**src/hw/rtl/itch_pkg.sv**
```systemverilog
// Shared constants, types and the message type table of the ITCH order message parser.
`default_nettype none

package itch_pkg;

    localparam int MAX_BODY_BYTES = 64;
    localparam int BODY_W         = $clog2(MAX_BODY_BYTES);
    localparam int BYTE_W         = 8;
    localparam int KIND_W         = 3;
    localparam int LOCATE_W       = 16;
    localparam int TIME_W         = 48;
    localparam int REF_W          = 32;
    localparam int QTY_W          = 32;
    localparam int PRICE_W        = 32;

    localparam int REC_W   = LOCATE_W + TIME_W + REF_W + REF_W + 1 + QTY_W + PRICE_W;
    localparam int TDATA_W = ((REC_W + 7) / 8) * 8;
    localparam int PAD_W   = TDATA_W - REC_W;

    localparam logic [KIND_W-1:0] KIND_A    = 3'd0;
    localparam logic [KIND_W-1:0] KIND_F    = 3'd1;
    localparam logic [KIND_W-1:0] KIND_E    = 3'd2;
    localparam logic [KIND_W-1:0] KIND_C    = 3'd3;
    localparam logic [KIND_W-1:0] KIND_X    = 3'd4;
    localparam logic [KIND_W-1:0] KIND_D    = 3'd5;
    localparam logic [KIND_W-1:0] KIND_U    = 3'd6;
    localparam logic [KIND_W-1:0] KIND_SKIP = 3'd7;

    localparam logic [BYTE_W-1:0] SIDE_BUY = "B";

    typedef struct packed {
        logic              known;
        logic [KIND_W-1:0] kind;
        logic [BODY_W-1:0] len;
    } msg_class_t;

    typedef struct packed {
        logic [PRICE_W-1:0]  price;
        logic [QTY_W-1:0]    quantity;
        logic                buy_side;
        logic [REF_W-1:0]    new_order_ref;
        logic [REF_W-1:0]    order_ref;
        logic [TIME_W-1:0]   timestamp_ns;
        logic [LOCATE_W-1:0] stock_locate;
    } record_t;

    function automatic msg_class_t itch_classify(input logic [BYTE_W-1:0] t);
        msg_class_t c;
        c.known = 1'b1;
        c.kind  = KIND_SKIP;
        c.len   = '0;
        case (t)
            "S": c.len = BODY_W'(11);
            "R": c.len = BODY_W'(38);
            "H": c.len = BODY_W'(24);
            "Y": c.len = BODY_W'(19);
            "L": c.len = BODY_W'(25);
            "V": c.len = BODY_W'(34);
            "W": c.len = BODY_W'(11);
            "K": c.len = BODY_W'(27);
            "J": c.len = BODY_W'(34);
            "h": c.len = BODY_W'(20);
            "P": c.len = BODY_W'(43);
            "Q": c.len = BODY_W'(39);
            "B": c.len = BODY_W'(18);
            "I": c.len = BODY_W'(49);
            "N": c.len = BODY_W'(19);
            "O": c.len = BODY_W'(47);
            "A":
            begin
                c.kind = KIND_A;
                c.len  = BODY_W'(35);
            end
            "F":
            begin
                c.kind = KIND_F;
                c.len  = BODY_W'(39);
            end
            "E":
            begin
                c.kind = KIND_E;
                c.len  = BODY_W'(30);
            end
            "C":
            begin
                c.kind = KIND_C;
                c.len  = BODY_W'(35);
            end
            "X":
            begin
                c.kind = KIND_X;
                c.len  = BODY_W'(22);
            end
            "D":
            begin
                c.kind = KIND_D;
                c.len  = BODY_W'(18);
            end
            "U":
            begin
                c.kind = KIND_U;
                c.len  = BODY_W'(34);
            end
            default: c.known = 1'b0;
        endcase
        return c;
    endfunction

    function automatic logic in_range(input logic [BODY_W-1:0] v, input int lo, input int hi);
        return (v >= BODY_W'(lo)) && (v <= BODY_W'(hi));
    endfunction

endpackage

`default_nettype wire

```
**src/hw/rtl/itch_order_message_parser.sv**
```systemverilog
// Top level of the ITCH order message parser: byte framer, field gather and record register.
//
//  channel | dir | request                | payload
//  --------+-----+------------------------+------------------------------------------
//  s_*     | in  | one stream byte        | tdata: byte_value
//  m_*     | out | one order record       | tdata: record fields, tuser: record_kind
//
// One byte is taken per cycle while s_tready is high; a record appears in the cycle after the last body byte.
// The record register frees the input while it is empty or being taken (s_tready).
// Reset clears the framer and drops any record held in the output register.
// A stalled output holds its record and stalls the input only while full.
`default_nettype none

module itch_order_message_parser
(
    input  wire                        clk,
    input  wire                        rst_n,
    input  wire                        s_tvalid,
    output logic                       s_tready,
    input  wire  [7:0]                 s_tdata,  // [7:0] byte_value
    output logic                       m_tvalid,
    input  wire                        m_tready,
    output logic [itch_pkg::TDATA_W-1:0] m_tdata, // stock_locate, timestamp_ns, order_ref,
                                                  // new_order_ref, buy_side, quantity,
                                                  // price, zero pad
    output logic [itch_pkg::KIND_W-1:0]  m_tuser  // [2:0] record_kind
);
    import itch_pkg::*;

    logic                in_msg_reg,  in_msg_next;
    logic [KIND_W-1:0]   kind_reg,    kind_next;
    logic [BODY_W-1:0]   off_reg,     off_next;
    logic [BODY_W-1:0]   len_reg,     len_next;
    record_t             acc_reg,     acc_next;
    logic                out_vld_reg, out_vld_next;
    record_t             rec_reg,     rec_next;
    logic [KIND_W-1:0]   rkind_reg,   rkind_next;

    msg_class_t          cls;
    logic                accept;
    logic                emit;
    logic                is_add;
    logic                is_exe;
    logic                is_upd;
    logic [BODY_W-1:0]   off_inc;

    assign s_tready = !out_vld_reg || m_tready;
    assign accept   = s_tvalid && s_tready;
    assign cls      = itch_classify(s_tdata);
    assign is_add   = (kind_reg == KIND_A) || (kind_reg == KIND_F);
    assign is_exe   = (kind_reg == KIND_E) || (kind_reg == KIND_C) || (kind_reg == KIND_X);
    assign is_upd   = (kind_reg == KIND_U);
    assign off_inc  = off_reg + BODY_W'(1);

    always_comb
    begin
        in_msg_next = in_msg_reg;
        kind_next   = kind_reg;
        off_next    = off_reg;
        len_next    = len_reg;
        acc_next    = acc_reg;
        emit        = 1'b0;
        if (accept)
        begin
            if (!in_msg_reg)
            begin
                if (cls.known)
                begin
                    in_msg_next = 1'b1;
                    kind_next   = cls.kind;
                    len_next    = cls.len;
                    off_next    = '0;
                    acc_next    = '0;
                end
            end
            else
            begin
                if (kind_reg != KIND_SKIP)
                begin
                    if (in_range(off_reg, 0, 1))
                        acc_next.stock_locate = {acc_reg.stock_locate[LOCATE_W-9:0], s_tdata};
                    if (in_range(off_reg, 4, 9))
                        acc_next.timestamp_ns = {acc_reg.timestamp_ns[TIME_W-9:0], s_tdata};
                    if (in_range(off_reg, 14, 17))
                        acc_next.order_ref = {acc_reg.order_ref[REF_W-9:0], s_tdata};
                    if (is_add && off_reg == BODY_W'(18))
                        acc_next.buy_side = (s_tdata == SIDE_BUY);
                    if ((is_add && in_range(off_reg, 19, 22))
                        || (is_exe && in_range(off_reg, 18, 21))
                        || (is_upd && in_range(off_reg, 26, 29)))
                        acc_next.quantity = {acc_reg.quantity[QTY_W-9:0], s_tdata};
                    if ((is_add && in_range(off_reg, 31, 34))
                        || (is_upd && in_range(off_reg, 30, 33)))
                        acc_next.price = {acc_reg.price[PRICE_W-9:0], s_tdata};
                    if (is_upd && in_range(off_reg, 22, 25))
                        acc_next.new_order_ref = {acc_reg.new_order_ref[REF_W-9:0], s_tdata};
                end
                if (off_inc == len_reg)
                begin
                    in_msg_next = 1'b0;
                    off_next    = '0;
                    emit        = (kind_reg != KIND_SKIP);
                end
                else
                begin
                    off_next = off_inc;
                end
            end
        end
    end

    always_comb
    begin
        out_vld_next = out_vld_reg;
        rec_next     = rec_reg;
        rkind_next   = rkind_reg;
        if (emit)
        begin
            out_vld_next = 1'b1;
            rec_next     = acc_next;
            rkind_next   = kind_reg;
        end
        else if (m_tready)
        begin
            out_vld_next = 1'b0;
        end
    end

    always_ff @(posedge clk or negedge rst_n)
    begin
        if (!rst_n)
        begin
            in_msg_reg  <= 1'b0;
            kind_reg    <= KIND_A;
            off_reg     <= '0;
            len_reg     <= '0;
            acc_reg     <= '0;
            out_vld_reg <= 1'b0;
        end
        else
        begin
            in_msg_reg  <= in_msg_next;
            kind_reg    <= kind_next;
            off_reg     <= off_next;
            len_reg     <= len_next;
            acc_reg     <= acc_next;
            out_vld_reg <= out_vld_next;
        end
    end

    always_ff @(posedge clk)
    begin
        rec_reg   <= rec_next;
        rkind_reg <= rkind_next;
    end

    assign m_tvalid = out_vld_reg;
    assign m_tuser  = rkind_reg;
    assign m_tdata  = {{PAD_W{1'b0}}, rec_reg};

endmodule

`default_nettype wire

```
**config.mk**
```make
export PLATFORM = sky130hd
export DESIGN_NAME = itch_order_message_parser
export DESIGN_NICKNAME = d
export VERILOG_FILES = /design/src/hw/rtl/itch_pkg.sv /design/src/hw/rtl/itch_order_message_parser.sv
export SDC_FILE = /design/constraint.sdc
export NUM_CORES = 1
export LEC_CHECK = 0
export ABC_AREA = 1
export BUFFER_PORTS_ARGS = -buffer_cell sky130_fd_sc_hd__buf_2
export CORE_ASPECT_RATIO = 0.9
export CORE_UTILIZATION = 54
export CTS_CLUSTER_SIZE = 40
export DETAILED_ROUTE_END_ITERATION = 8
export PLACE_DENSITY = 0.75
export REMOVE_ABC_BUFFERS = 1
export SYNTH_ARGS = -nofsm -noshare
export SYNTH_HDL_FRONTEND = slang
export SYNTH_SLANG_ARGS = --single-unit
export TNS_END_PERCENT = 100
```
**constraint.sdc**
```tcl
create_clock -name clk -period 40.7 [get_ports clk]
set_input_delay 4.07 -clock clk [delete_from_list [all_inputs] [get_ports clk]]
set_output_delay 4.07 -clock clk [all_outputs]
set_load 0.03 [all_outputs]
```
After elaboration in Yosys (flattened, before gate mapping)
Cells that the tools add are included.
Widths: inputs -> output; s select.
{ "word_totals": {"ff_bits": 406, "input_bits": 12, "out_inout_bits": 205, "word_cells": 133} }
{ "op_classes": {"addsub": 1, "magnitude_cmp": 18, "n_eq_ne": 31, "n_mux": 25, "bitwise_logic": 1, "reduce_logical": 37} }
{ "ops": {"columns": ["op", "n"], "rows": [
  ["$mux 193", 4],
  ["$eq 8x7->1 const B", 23],
  ["$mux 32", 4],
  ["$pmux 6 s16", 1],
  ["$mux 48", 1],
  ["$ge 6x5->1 const B", 6],
  ["$le 6x5->1 const B", 5],
  ["$reduce_or 23->1", 1],
  ["$pmux 3 s7", 1],
  ["$mux 6", 3],
  ["$logic_and 1x1->1", 17],
  ["$mux 16", 1],
  ["$le 6x6->1 const B", 2],
  ["$mux 1", 10],
  ["$reduce_or 2->1", 5],
  ["$logic_or 1x1->1", 7],
  ["$add 6x1->6 const B", 1],
  ["$eq 3x2->1 const B", 2],
  ["$eq 3x3->1 const B", 2],
  ["$eq 6x5->1 const B", 1],
  ["$eq 6x6->1", 1],
  ["$ge 6x1->1 const B", 1],
  ["$ge 6x3->1 const B", 1],
  ["$ge 6x4->1 const B", 1],
  ["other kinds (11)", 12]
]} }

Longest topological paths before layout
{ "depth": {"depth_word": 10, "depth_mapped": 15} }

Least setup slack after synthesis
OpenSTA, ideal clock, no wires.
{ "synth_path": {"path_type": "input-to-reg", "start": "in m_tready", "end": "reg rec_reg (netlist bit m_tdata[0]) (enable)", "t_arrival_ns": 18.304, "required_time_ns": 39.706, "path_slack_ns": 21.402, "stages": 8, "n_path_buf": 2, "path_cell_list": "inv_1 -> nand2_1 -> nand2_1 -> clkinv_1 -> nand2_1 -> clkbuf_1 -> clkbuf_1 -> nor3_1"} }
{ "synth_via": {"elab_chain_cells": 3} }
{ "synth_lines": {"columns": ["item", "line", "rtl"], "rows": [
  ["start: declaration", "itch_order_message_parser.sv:22", "input wire m_tready,"],
  ["$logic_or 1x1->1", "itch_order_message_parser.sv:47", "assign s_tready = !out_vld_reg || m_tready;"],
  ["via s_tready", "itch_order_message_parser.sv:19", "output logic s_tready,"],
  ["$logic_and 1x1->1", "itch_order_message_parser.sv:48", "assign accept = s_tvalid && s_tready;"],
  ["$mux 1", "itch_order_message_parser.sv:63", "if (accept)"],
  ["via emit", "itch_order_message_parser.sv:41", "logic emit;"],
  ["end signal: assignment", "itch_order_message_parser.sv:153", "rec_reg <= rec_next;"],
  ["end: declaration", "itch_order_message_parser.sv:36", "record_t rec_reg, rec_next;"]
]} }
The timed path passes the listed nets, and every way through them passes these cells.
A chain may end at the register's enable or synchronous reset.

Worst setup path after layout
{ "layout_path": {"start": "in m_tready", "end": "out s_tready"} }
{ "layout_via": {"elab_chain_cells": 1} }
{ "layout_lines": {"columns": ["item", "line"], "rows": [
  ["$logic_or 1x1->1", "itch_order_message_parser.sv:47"],
  ["end: declaration", "itch_order_message_parser.sv:19"]
]} }
No other way between the ends.

==> impl_metrics.tcl <==
set metrics [dict create \
    yosys_warnings 0 \
    synthFlopType "dfrtp_1" \
    cts.sinks 406 \
    slowest_stage "buf_2" \
    hold_end "m_tuser[0]" \
    port_buffers 209 \
    worstPathRequired_ns 36.63 \
    antenna_left 0 \
    die_w_um 196 \
    fin_ws_ns 32.18 \
    dr_wl_met3_um 3720 \
    cellLeakagePower_nw 9.18 \
    timing.fmax_ghz 0.117 \
    final_util_pct 62.3 \
    post_cts_resized 0 \
    yosysUniqueCellTypes 32 \
    whs_ns 0.489 \
    final_cell_area_sq_um 20600 \
    endpoint_kind "primary output" \
    avgSynthCellArea_sq_um 9.56 \
    cts_buffer_depth 3 \
    p_per_area_nw_per_um2 51.7 \
    rr_endpoint "m_tdata[42]" \
    area_delta_synth_final_pct 13.2 \
    grt_pass1_wl_um 70300 \
    gp_congestion 0.863 \
    hp-class "reg2reg" \
    start_kind "input pin" \
    wirelength_um 44200 \
    rows 63 \
    arrival_ns 4.45 \
    htreeDepth 2 \
    route.met2.wl_um 20000 \
    fin_nets 2056 \
    grt_start_max_net_pins 98 \
    initial_core_util_pct 55.0 \
    synth_edf_count 196 \
    cts_root_buffer "clkbuf_16" \
    relSlewSlack_pct 25.2 \
    highest_layer "met5" \
    n_fill_cell 2734 \
    crit_path_max_incr_delay_ns 0.18 \
    final_layout_size_suffix_gt1_share_pct 15.5 \
    ctsHoldBuffers 0 \
    hold_depth 0 \
    grt.total_usage_pct 25.5 \
    hold_viol_final 0 \
    syn_inst 1906 \
    fin_crit_ns 8.52 \
    vias 14247 \
    grt_pass1_vias 13500 \
    setup_tns_ns 0 \
    overflow 0 \
    maxCapViolCount 0 \
    cts-buffers-inserted 42 \
    met1_length_um 19400 \
    rr_startpoint "off_reg[1]" \
    drc 0 \
    post_cts_buffers 0 \
    drt_first_iter_violations 1126 \
    status "finished clean" \
    syn-cell-area_sq_um 18200 \
    skew_ns 0.0116 \
    yosysSeqAreaShare_pct 61.2 \
    cts.clk_slew.worst_paths_ns 0.05 \
    path_cells "buf_2, inv_1, nand2_1, buf_2" \
    async_flop_share_pct 51.7 \
    finalCritPeriodShare_pct 20.9 \
    ys_ff_latch 406 \
    rsz0062_at_grt "no" \
    die_h_um 176 \
    report.final.slew_viol_count 0 \
    placed_area_sq_um 19300 \
    worst_pin_slew_ns 1.12 \
    rr_worst_depth 11 \
    worst-setup-path-type "in2out" \
    insertion_delay_ns 0.55 \
    io_pins 217 \
    dr.pass1.iters 6 \
    setup_viol 0 \
    reg2reg_slack_ns 37.06 \
    min_from "kind_reg[0]" \
    ir_drop_mv 0.0314 \
    cpMostUsedCell "buf_2" \
    core_area_sq_um 33100 \
    pre_cts_ws_ns 32.18 \
    die_area_sq_um 34500 \
    antenna_found_initial 2 \
    path_max_fanout 3 \
    viasPerCell 5.71 \
    post-dp-hpwl_um 26000 \
    cts_tree "done" \
    routedWlPerCell_um 17.7 \
]
-- layer usage --
| metal | up-vias | global-route usage [%] |
|---|---|---|
| li1 | 6800 | - |
| met1 | 6799 | 35.6 |
| met2 | 562 | 39.5 |
| met3 | 84 | 6.38 |
| met4 | 2 | 7.81 |
| met5 | - | 0 |
-- how the worst max path moves through the flow --
stage | start | to | slack (ns) | cells past startpoint
6_report | m_tready | s_tready | 32.18 | 4
5_1_grt | m_tready | s_tready | 32.13 | 4
4_1_cts | m_tready | s_tready | 32.18 | 4
3_5_place_dp | m_tready | s_tready | 32.18 | 4
3_3_place_gp | m_tready | s_tready | 32.15 | 4
2_1_floorplan | m_tready | m_tdata[0] | 15.24 | 6
-- layout by cell type (no fill, tap or decap), types with 3 or more instances in the layout --
master and count:
nand2_1 499, nand3_1 361, dfrtp_1 209, buf_2 208
edfxtp_1 196, inv_1 162, o2111ai_1 65, nor2_1 57
nand4_1 43, clkbuf_16 42, o21ai_0 41, a21oi_1 38
o211ai_1 32, buf_4 23, clkbuf_1 14, nand3b_1 12
clkbuf_8 8, nor2_2 7, nor3_1 7, conb_1 7
inv_2 6, clkinv_2 6, clkinv_1 3, inv_6 3
nand2_4 3, ha_1 3
-- Yosys cell counts, types with 17 or more instances --
cell	number	area, sq um
nand2_1	501	1880
edfxtp_1	196	5890
buf_4	19	143
nand3_1	362	1810
o21ai_0	41	205
inv_1	162	608
o211ai_1	32	240
buf_2	25	125
nor2_1	58	218
clkbuf_1	74	278
buf_1	17	63.8
a21oi_1	38	190
nand4_1	43	269
dfrtp_1	210	5260
o2111ai_1	65	569
-- logic make-up after synthesis --
logic type / synth area share [%]
compound gates: 6.81
buf+inv: 7.61
flops: 61.2
simple gates: 24.2
other cells: 0.0206
fa+ha+maj: 0.206
-- power breakdown --
group	internal (mW)	switching, mW
logic	0.0394	0.157
clock network	0.213	0.156
registers	0.476	0.0259
-- critical path: cells and delay by family --
| family | cells | cell delay, ns |
|---|---|---|
| buffers and inverters | 3 | 0.31 |
| AND/OR/NAND/NOR | 1 | 0.07 |
-- layout make-up --
class	count	area [sq um]	share of cell area (%)
Inverter	171	647	3.14
Clock inverter	12	105	0.509
Multi-Input combinational cell	1188	5760	27.9
Clock buffer	64	1210	5.88
Sequential cell	406	11100	54.0
Tap cell	422	528	2.56
Timing Repair Buffer	232	1230	5.96
Antenna cell	1	2.50	0.0121
-- stage by stage --
step / std cells / power, mW
2_1_floorplan: 1765 / 0.642
3_3_place_gp: 2419 / 0.703
3_5_place_dp: 2419 / 0.705
4_1_cts: 2495 / 1.07
5_1_grt: 2496 / 1.11
6_report: 2496 / 1.07
Power figures use the tool's default switching activity.
